**config.mk**
```make
export PLATFORM = sky130hd
export DESIGN_NAME = skhc_front_flat
export DESIGN_NICKNAME = d
export VERILOG_FILES = /design/src/design/skhc_pkg.sv /design/src/design/skhc_if.sv /design/src/design/skhc_front.sv /design/src/flat_wrapper.sv
export SDC_FILE = /design/constraint.sdc
export NUM_CORES = 1
export LEC_CHECK = 0
export ABC_CLOCK_PERIOD_IN_PS = 4000
export BUFFER_PORTS_ARGS = -buffer_cell sky130_fd_sc_hd__clkbuf_2
export CAP_MARGIN = 10
export CORE_AREA = 2 2 72 74
export DETAILED_ROUTE_END_ITERATION = 10
export DIE_AREA = 0 0 74 76
export GPL_ROUTABILITY_DRIVEN = 0
export PLACE_DENSITY_LB_ADDON = 0.25
export SYNTH_ARGS = -nofsm -noshare
export SYNTH_HDL_FRONTEND = slang
export SYNTH_SLANG_ARGS = --single-unit
```
**constraint.sdc**
```tcl
create_clock -name clk -period 4 [get_ports clk]
set_input_delay 0.2 -clock clk [delete_from_list [all_inputs] [get_ports clk]]
set_output_delay 0.2 -clock clk [all_outputs]
set_load 0.005 [all_outputs]
```
**src/design/skhc_pkg.sv**
```systemverilog
package skhc_pkg;

  localparam int HashSlots  = 8192;
  localparam int MaxEntries = 4096;
  localparam int MaxKey     = 64;

  localparam int IdxW = 12;
  localparam int CntW = 32;

  typedef enum logic [1:0] {
    ST_FOUND     = 2'd0,
    ST_INSERTED  = 2'd1,
    ST_NOT_FOUND = 2'd2,
    ST_FULL      = 2'd3
  } status_t;

  localparam logic REQ_LOOKUP = 1'b0;
  localparam logic REQ_COUNT  = 1'b1;

  function automatic logic [7:0] to_lower(input logic [7:0] b);
    logic [7:0] r;
    r = b;
    if (b >= 8'h41 && b <= 8'h5a) begin
      r = b + 8'h20;
    end
    return r;
  endfunction

endpackage

```
**src/design/skhc_if.sv**
```systemverilog
interface skhc_in_if;
  logic       valid;
  logic       ready;
  logic       req_type;
  logic [7:0] key_byte;
  logic       last_byte;
  modport source (output valid, req_type, key_byte, last_byte, input ready);
  modport sink   (input valid, req_type, key_byte, last_byte, output ready);
endinterface


```
**src/design/skhc_front.sv**
```systemverilog
module skhc_front #(
  parameter int MAX_KEY = skhc_pkg::MaxKey,
  parameter int SLOT_W  = $clog2(skhc_pkg::HashSlots),
  parameter int KEY_W   = $clog2(MAX_KEY),
  parameter int LEN_W   = $clog2(MAX_KEY + 1)
) (
  input  logic              clk,
  input  logic              rst,
  skhc_in_if.sink           in_ch,
  input  logic              back_idle,
  output logic              buf_we,
  output logic [KEY_W-1:0]  buf_waddr,
  output logic [7:0]        buf_wdata,
  output logic              cmd_valid,
  input  logic              cmd_ready,
  output logic              cmd_req,
  output logic [SLOT_W-1:0] cmd_hash,
  output logic [LEN_W-1:0]  cmd_len
);

  logic [LEN_W-1:0]  key_length;
  logic [SLOT_W-1:0] hash;
  logic [7:0]        lb;
  logic              keep;
  logic [SLOT_W-1:0] hash_next;
  logic              fire;

  assign lb   = skhc_pkg::to_lower(in_ch.key_byte);
  assign keep = key_length < LEN_W'(MAX_KEY);
  assign hash_next = SLOT_W'((hash << 8) + hash + SLOT_W'({{(SLOT_W){lb[7]}}, lb}));
  assign in_ch.ready = !cmd_valid && back_idle;
  assign fire        = in_ch.valid && in_ch.ready;
  assign buf_we      = fire && keep;
  assign buf_waddr   = key_length[KEY_W-1:0];
  assign buf_wdata   = lb;

  always_ff @(posedge clk) begin
    if (rst) begin
      key_length <= '0;
      hash       <= SLOT_W'(1);
      cmd_valid  <= 1'b0;
    end else begin
      if (cmd_valid && cmd_ready) begin
        cmd_valid <= 1'b0;
      end
      if (fire) begin
        if (in_ch.last_byte) begin
          cmd_valid  <= 1'b1;
          cmd_req    <= in_ch.req_type;
          cmd_hash   <= keep ? hash_next : hash;
          cmd_len    <= keep ? key_length + LEN_W'(1) : key_length;
          key_length <= '0;
          hash       <= SLOT_W'(1);
        end else if (keep) begin
          key_length <= key_length + LEN_W'(1);
          hash       <= hash_next;
        end
      end
    end
  end

endmodule

```
**src/flat_wrapper.sv**
```systemverilog
// flat-port wrapper written by rule: the top's interface ports become plain ports
module skhc_front_flat 
#(
  parameter int MAX_KEY = skhc_pkg::MaxKey,
  parameter int SLOT_W  = $clog2(skhc_pkg::HashSlots),
  parameter int KEY_W   = $clog2(MAX_KEY),
  parameter int LEN_W   = $clog2(MAX_KEY + 1)
)
  (clk, rst, back_idle, buf_we, buf_waddr, buf_wdata, cmd_valid, cmd_ready, cmd_req, cmd_hash, cmd_len, in_ch_valid, in_ch_req_type, in_ch_key_byte, in_ch_last_byte, in_ch_ready);
  skhc_in_if in_ch_i ();
  input  logic clk;
  input  logic rst;
  input  logic back_idle;
  output logic buf_we;
  output logic [KEY_W-1:0] buf_waddr;
  output logic [7:0] buf_wdata;
  output logic cmd_valid;
  input  logic cmd_ready;
  output logic cmd_req;
  output logic [SLOT_W-1:0] cmd_hash;
  output logic [LEN_W-1:0] cmd_len;
  input wire logic [$bits(in_ch_i.valid)-1:0] in_ch_valid;
  input wire logic [$bits(in_ch_i.req_type)-1:0] in_ch_req_type;
  input wire logic [$bits(in_ch_i.key_byte)-1:0] in_ch_key_byte;
  input wire logic [$bits(in_ch_i.last_byte)-1:0] in_ch_last_byte;
  output wire logic [$bits(in_ch_i.ready)-1:0] in_ch_ready;
  assign in_ch_i.valid = in_ch_valid;
  assign in_ch_i.req_type = in_ch_req_type;
  assign in_ch_i.key_byte = in_ch_key_byte;
  assign in_ch_i.last_byte = in_ch_last_byte;
  assign in_ch_ready = in_ch_i.ready;
  skhc_front #(.MAX_KEY(MAX_KEY), .SLOT_W(SLOT_W), .KEY_W(KEY_W), .LEN_W(LEN_W)) u_core (.clk(clk), .rst(rst), .in_ch(in_ch_i), .back_idle(back_idle), .buf_we(buf_we), .buf_waddr(buf_waddr), .buf_wdata(buf_wdata), .cmd_valid(cmd_valid), .cmd_ready(cmd_ready), .cmd_req(cmd_req), .cmd_hash(cmd_hash), .cmd_len(cmd_len));
endmodule
```
; ---- After elaboration in Yosys (flattened, before gate mapping)
; Index checks and enable logic that the tools add are counted.
[classes]
addsub = 4
order_cmp = 3
n_mux = 8
bitwise_logic = 1
n_reduce_logical = 7
[ops]
columns = op, count
row1 = 13-bit adder, 2
row2 = 13-bit 2-to-1 mux, 2
row3 = 7-bit 2-to-1 mux, 2
row4 = 8-bit by 6-bit adder with 8-bit output (second input constant), 1
row5 = 8-bit by 7-bit greater-or-equal comparator with 1-bit output (second input constant), 1
row6 = 8-bit by 7-bit <= comparator with 1-bit output (second input constant), 1
row7 = 8-bit 2-to-1 mux, 1
row8 = 7-bit by 1-bit adder with 7-bit output (second input constant), 1
row9 = 7-bit less-than comparator (second input constant), 1
row10 = 1-bit logical AND, 5
row11 = 1-bit 2-to-1 mux, 3
row12 = 3-bit AND reduction, 1
row13 = 1-bit logical NOT, 1
row14 = 1-bit inverter, 1
[totals]
register_bits = 42
input_bits = 15
out_inout_bits = 38
wordCells = 29

; ---- Logic depth before layout (Yosys ltp)
[depth]
depth_word = 6
depth_mapped = 13
mapped_depth_nobuf = 13

; ---- Worst setup path after synthesis
; No wires, ideal clock.
[synth_timing]
kind = in2reg
from = input port in_ch_key_byte[0]
to = register u_core.hash[11]
setup_time_ps = 127
t_arrival_ps = 3076
t_required_ps = 3873
path_slack_ps = 797
stages = 11
n_path_buf = 0
path_cell_list = or4_4 > o211ai_4 > o31ai_4 > fa_1 > ha_1 > a21o_1 > or3_1 > o21ai_1 > mux2_2 > a22oi_1 > nor2_1
[synth_between]
elab_chain_len = 6
elab_cells_between_ends = 8
cone_classes = add/sub: 2 / order compare: 2 / mux: 3 / reduce/logical: 1
[synth_lines]
columns = item, line_no
row1 = start: declaration, flat_wrapper.sv:24  ; input wire logic [$bits(in_ch_i.key_byte)-1:0] in_ch_key_byte;
row2 = 8-bit by 7-bit greater-or-equal comparator with 1-bit output or 8-bit by 7-bit <= comparator with 1-bit output (tied branches), skhc_pkg.sv:23  ; if (b >= 8'h41 && b <= 8'h5a) begin
row3 = 1-bit logical AND, skhc_pkg.sv:23
row4 = 8-bit 2-to-1 mux (*), skhc_pkg.sv:23
row5 = net buf_wdata[7], flat_wrapper.sv:16  ; output logic [7:0] buf_wdata;
row6 = 13-bit adder (*), skhc_front.sv:30  ; assign hash_next = SLOT_W'((hash << 8) + hash + SLOT_W'({{(SLOT_W){lb[7]}}, lb}));
row7 = 13-bit 2-to-1 mux (*), -
row8 = 13-bit 2-to-1 mux (*), skhc_front.sv:47  ; if (in_ch.last_byte) begin
row9 = end signal: assignment, skhc_front.sv:56  ; hash <= hash_next;
row10 = end: declaration, skhc_front.sv:22  ; logic [SLOT_W-1:0] hash;
; The timed path passes the listed nets; every way through them passes the cells marked *.
; A chain may end at the register's enable or synchronous reset.

; ---- Worst setup path after layout
[layout_timing]
from = input port in_ch_key_byte[0]
to = register u_core.hash[11]
[layout_between]
elab_chain_len = 6
elab_cells_between_ends = 8
cone_classes = add/sub: 2 / order compare: 2 / mux: 3 / reduce/logical: 1
[layout_lines]
columns = item, line_no
row1 = 8-bit by 7-bit greater-or-equal comparator with 1-bit output or 8-bit by 7-bit <= comparator with 1-bit output (tied branches), skhc_pkg.sv:23
row2 = 1-bit logical AND, skhc_pkg.sv:23
row3 = 8-bit 2-to-1 mux (*), skhc_pkg.sv:23
row4 = 13-bit adder (*), skhc_front.sv:30
row5 = 13-bit 2-to-1 mux (*), -
row6 = 13-bit 2-to-1 mux (*), skhc_front.sv:47
; Mark *: on every way between the ends. The rest lies on a longest branch, timed or not.

==> impl_metrics.sql <==
INSERT INTO impl_metrics (metric_group, metric, value, unit) VALUES
('clocking', 'cts_num_sinks', '42', ''),
('grt', 'grt_start_max_net_pins', '27', ''),
('run_status', 'status', 'finished clean', ''),
('critical_path', 'worstRegToRegCells', '9', ''),
('clocking', 'cell_at_the_root_of_the_clock_tree', 'sky130_fd_sc_hd__clkbuf_8', ''),
('routing', 'vias_per_cell', '5.34', ''),
('timing', 'clock-skew-final', '11.2', 'ps'),
('critical_path', 'cpMaxStageDelayCell', 'sky130_fd_sc_hd__or4_4', ''),
('critical_path', 'cpLargestDelayFamily', 'simple AND/OR/NAND/NOR gates', ''),
('placement', 'detailed_place_hpwl', '3790', 'um'),
('timing', 'worstMarginPinSlew', '990', 'ps'),
('critical_path', 'critPathMaxStageDelay', '550', 'ps'),
('worst_hold_path', 'hold_class', 'primary input to register', ''),
('floorplan', 'io-pin-count', '53', ''),
('timing', 'report.final.hold_viol_count', '0', ''),
('routing', 'top_layer', 'met4', ''),
('timing', 'achievable-frequency', '0.314', 'GHz'),
('timing', 'final-setup-viol-count', '0', ''),
('synth', 'synthXorXnorAreaFrac', '6.20', '%'),
('timing', 'fin_setup_tns', '0', 'ps'),
('clocking', 'clock_buffers_created_by_tritoncts', '5', ''),
('grt', 'globalRouteTotalUtil', '19.4', '%'),
('critical_path', 'timing.critical_path.to_type', 'register', ''),
('final_layout', 'most_common_cell_after_layout_fill_and_taps_aside', 'sky130_fd_sc_hd__clkbuf_2', ''),
('final_layout', 'stdcell_count', '368', ''),
('clocking', 'cts_tree', 'done', ''),
('placement', 'numPlacedInstances', '360', ''),
('floorplan', 'initial_utilization', '51.8', '%'),
('synth', 'async_reset_ff_share', '0', '%'),
('placement', 'place_ws', '503', 'ps'),
('routing', 'first_iter_violations', '140', ''),
('synth', 'synth_compound_gate_area_share', '17.0', '%'),
('routing', 'post_detailed_route_count_of_antenna_violating_nets', '0', ''),
('floorplan', 'placementRows', '26', ''),
('worst_hold_path', 'hold_path_depth', '1', ''),
('synth', 'postSynthRegisterBits', '42', ''),
('clocking', 'cts_hold_repair.buffers', '0', ''),
('synth', 'ys_types', '50', ''),
('placement', 'port_buffers', '52', ''),
('floorplan', 'die_h', '76', 'um'),
('clocking', 'clockBufferDepth', '2', ''),
('synth', 'number_of_enable_flip_flop_cells_after_synthesis', '21', ''),
('power', 'total_leakage_power', '1.24', 'nW'),
('synth', 'syn_area', '2540', 'sq um'),
('clocking', 'insertion_delay', '290', 'ps'),
('routing', 'drt-met1-wl', '2300', 'um'),
('synth', 'seq_area_frac_synth', '41.3', '%'),
('critical_path', 'critical_path.max_fanout', '9', ''),
('synth', 'number_of_instances_in_the_synthesized_netlist', '258', ''),
('grt', 'grt_pass1_wl', '8550', 'um'),
('floorplan', 'die-width', '74', 'um'),
('timing', 'post-route-worst-setup-slack', '813', 'ps'),
('timing', 'min_cycle_time_layout', '3190', 'ps'),
('job', 'maxCapViolations', '0', ''),
('power', 'vdd_ir_drop_max', '283', 'uV'),
('critical_path', 'timing.critical_path.required', '4160', 'ps'),
('critical_path', 'crit_path_cell_trace', 'clkbuf_2, or4_4, o211ai_4, o31ai_4, fa_1, ha_1, a21o_1, or3_1, o21ai_1, mux2_2, a22oi_1, nor2_1', ''),
('clocking', 'post_cts.resized_instances', '0', ''),
('timing', 'slew_headroom', '33.7', '%'),
('synth', 'synthSimpleGateAreaFrac', '13.7', '%'),
('clocking', 'clkTransAtPathRegs', '80', 'ps'),
('floorplan', 'floorplan.die_area', '5620', 'sq um'),
('final_layout', 'area_delta_synth_final', '13.1', '%'),
('critical_path', 'cp.arrival', '3350', 'ps'),
('routing', 'routed_wirelength', '5050', 'um'),
('timing', 'grt_setup_unrepaired', 'no', ''),
('routing', 'wl_per_cell', '13.7', 'um'),
('synth', 'combinational_family_with_the_most_area_after_synthesis', 'compound AO/OA/AOI/OAI gates', ''),
('critical_path', 'timing.critical_path.depth', '12', ''),
('routing', 'vias', '1966', ''),
('synth', 'synth-adder-area-share', '13.5', '%');
==> worst paths after layout <==
check                                                   from                            to  slack (ps)
worst max-delay path                       in_ch_key_byte[0]  u_core.hash[11]$_SDFFE_PP0P_         810
worst min register to register  u_core.hash[10]$_SDFFE_PP0P_  u_core.hash[10]$_SDFFE_PP0P_         500
worst max register to register   u_core.hash[1]$_SDFFE_PP0P_  u_core.hash[12]$_SDFFE_PP0P_        1290
worst min-delay path                          in_ch_req_type      u_core.cmd_req$_DFFE_PP_          90
==> routing by layer <==
metal,up-vias,track usage [%]
li1,995,-
met1,904,27.2
met2,63,30.7
met3,4,3.70
met4,0,4.55
met5,-,0
==> cells in the mapped netlist (all sizes together), types with 2 or more instances <==
| cell type | instances | area, sq um |
|---|---|---|
| a211oi | 2 | 15.0 |
| a21o | 4 | 30.0 |
| a21oi | 13 | 65.1 |
| a22oi | 11 | 82.6 |
| and2 | 3 | 18.8 |
| and3 | 2 | 12.5 |
| buf | 14 | 95.1 |
| clkbuf | 8 | 30.0 |
| dfxtp | 21 | 420 |
| edfxtp | 21 | 631 |
| fa | 4 | 80.1 |
| ha | 21 | 263 |
| inv | 8 | 30.0 |
| mux2 | 4 | 45.0 |
| nand2 | 19 | 71.3 |
| nand2b | 2 | 12.5 |
| nand4 | 2 | 12.5 |
| nor2 | 32 | 120 |
| nor2b | 2 | 12.5 |
| nor3 | 6 | 30.0 |
| o211ai | 3 | 36.3 |
| o21ai | 15 | 75.1 |
| o21bai | 3 | 22.5 |
| o31ai | 2 | 28.8 |
| or3 | 2 | 12.5 |
| or4 | 2 | 18.8 |
| xnor2 | 12 | 105 |
| xor2 | 6 | 52.6 |
==> kinds of logic after synthesis <==
logic type               Yosys count
AND/OR/NAND/NOR                   76
AO/OA/AOI/OAI                     62
flip-flops                        42
buffers and inverters             30
adder cells (fa/ha/maj)           25
XOR/XNOR                          18
multiplexers                       5
==> stage by stage <==
stage | hold slack [ps] | util [%] | cell area [sq um] | power, mW
floorplan | 299 | - | 2540 | 0.632
global placement | 384 | 56.7 | 2790 | 0.677
detailed placement | 385 | 56.7 | 2790 | 0.682
CTS | 81.9 | 58.6 | 2880 | 0.951
global route | 79.0 | 58.6 | 2880 | 0.995
finish | 86.7 | 58.6 | 2880 | 0.940
==> registers in the layout (all words and copies together), names as in the netlist <==
signal and flops:
u_core.cmd_hash 13, u_core.cmd_len 7, u_core.cmd_req 1, u_core.cmd_valid 1, u_core.hash 13, u_core.key_length 7
==> worst register-to-register path, cell delays in order, from the launching register on <==
cell and delay, ps:
sky130_fd_sc_hd__dfxtp_1 440, sky130_fd_sc_hd__ha_1 290, sky130_fd_sc_hd__ha_1 230, sky130_fd_sc_hd__a211oi_1 310, sky130_fd_sc_hd__o21bai_1 190, sky130_fd_sc_hd__o2111ai_1 270
sky130_fd_sc_hd__a21oi_1 130, sky130_fd_sc_hd__xnor2_1 260, sky130_fd_sc_hd__nor3_1 80, sky130_fd_sc_hd__or3_1 380
==> power breakdown <==
group,total [mW],switching [mW],internal [mW]
Sequential,0.479,0.00966,0.470
Clock,0.267,0.145,0.123
Combinational,0.193,0.108,0.0853
Total,0.940,0.262,0.677
==> final cells by class <==
type                            count  area (sq um)
Inverter                            8          30.0
Tap cell                           70          87.6
Fill cell                         439          2040
Timing Repair Buffer               54           275
Clock buffer                        5          68.8
Multi-Input combinational cell    186          1340
Clock inverter                      3          21.3
Sequential cell                    42          1050
No activity file was read; power rests on OpenSTA's default activity.
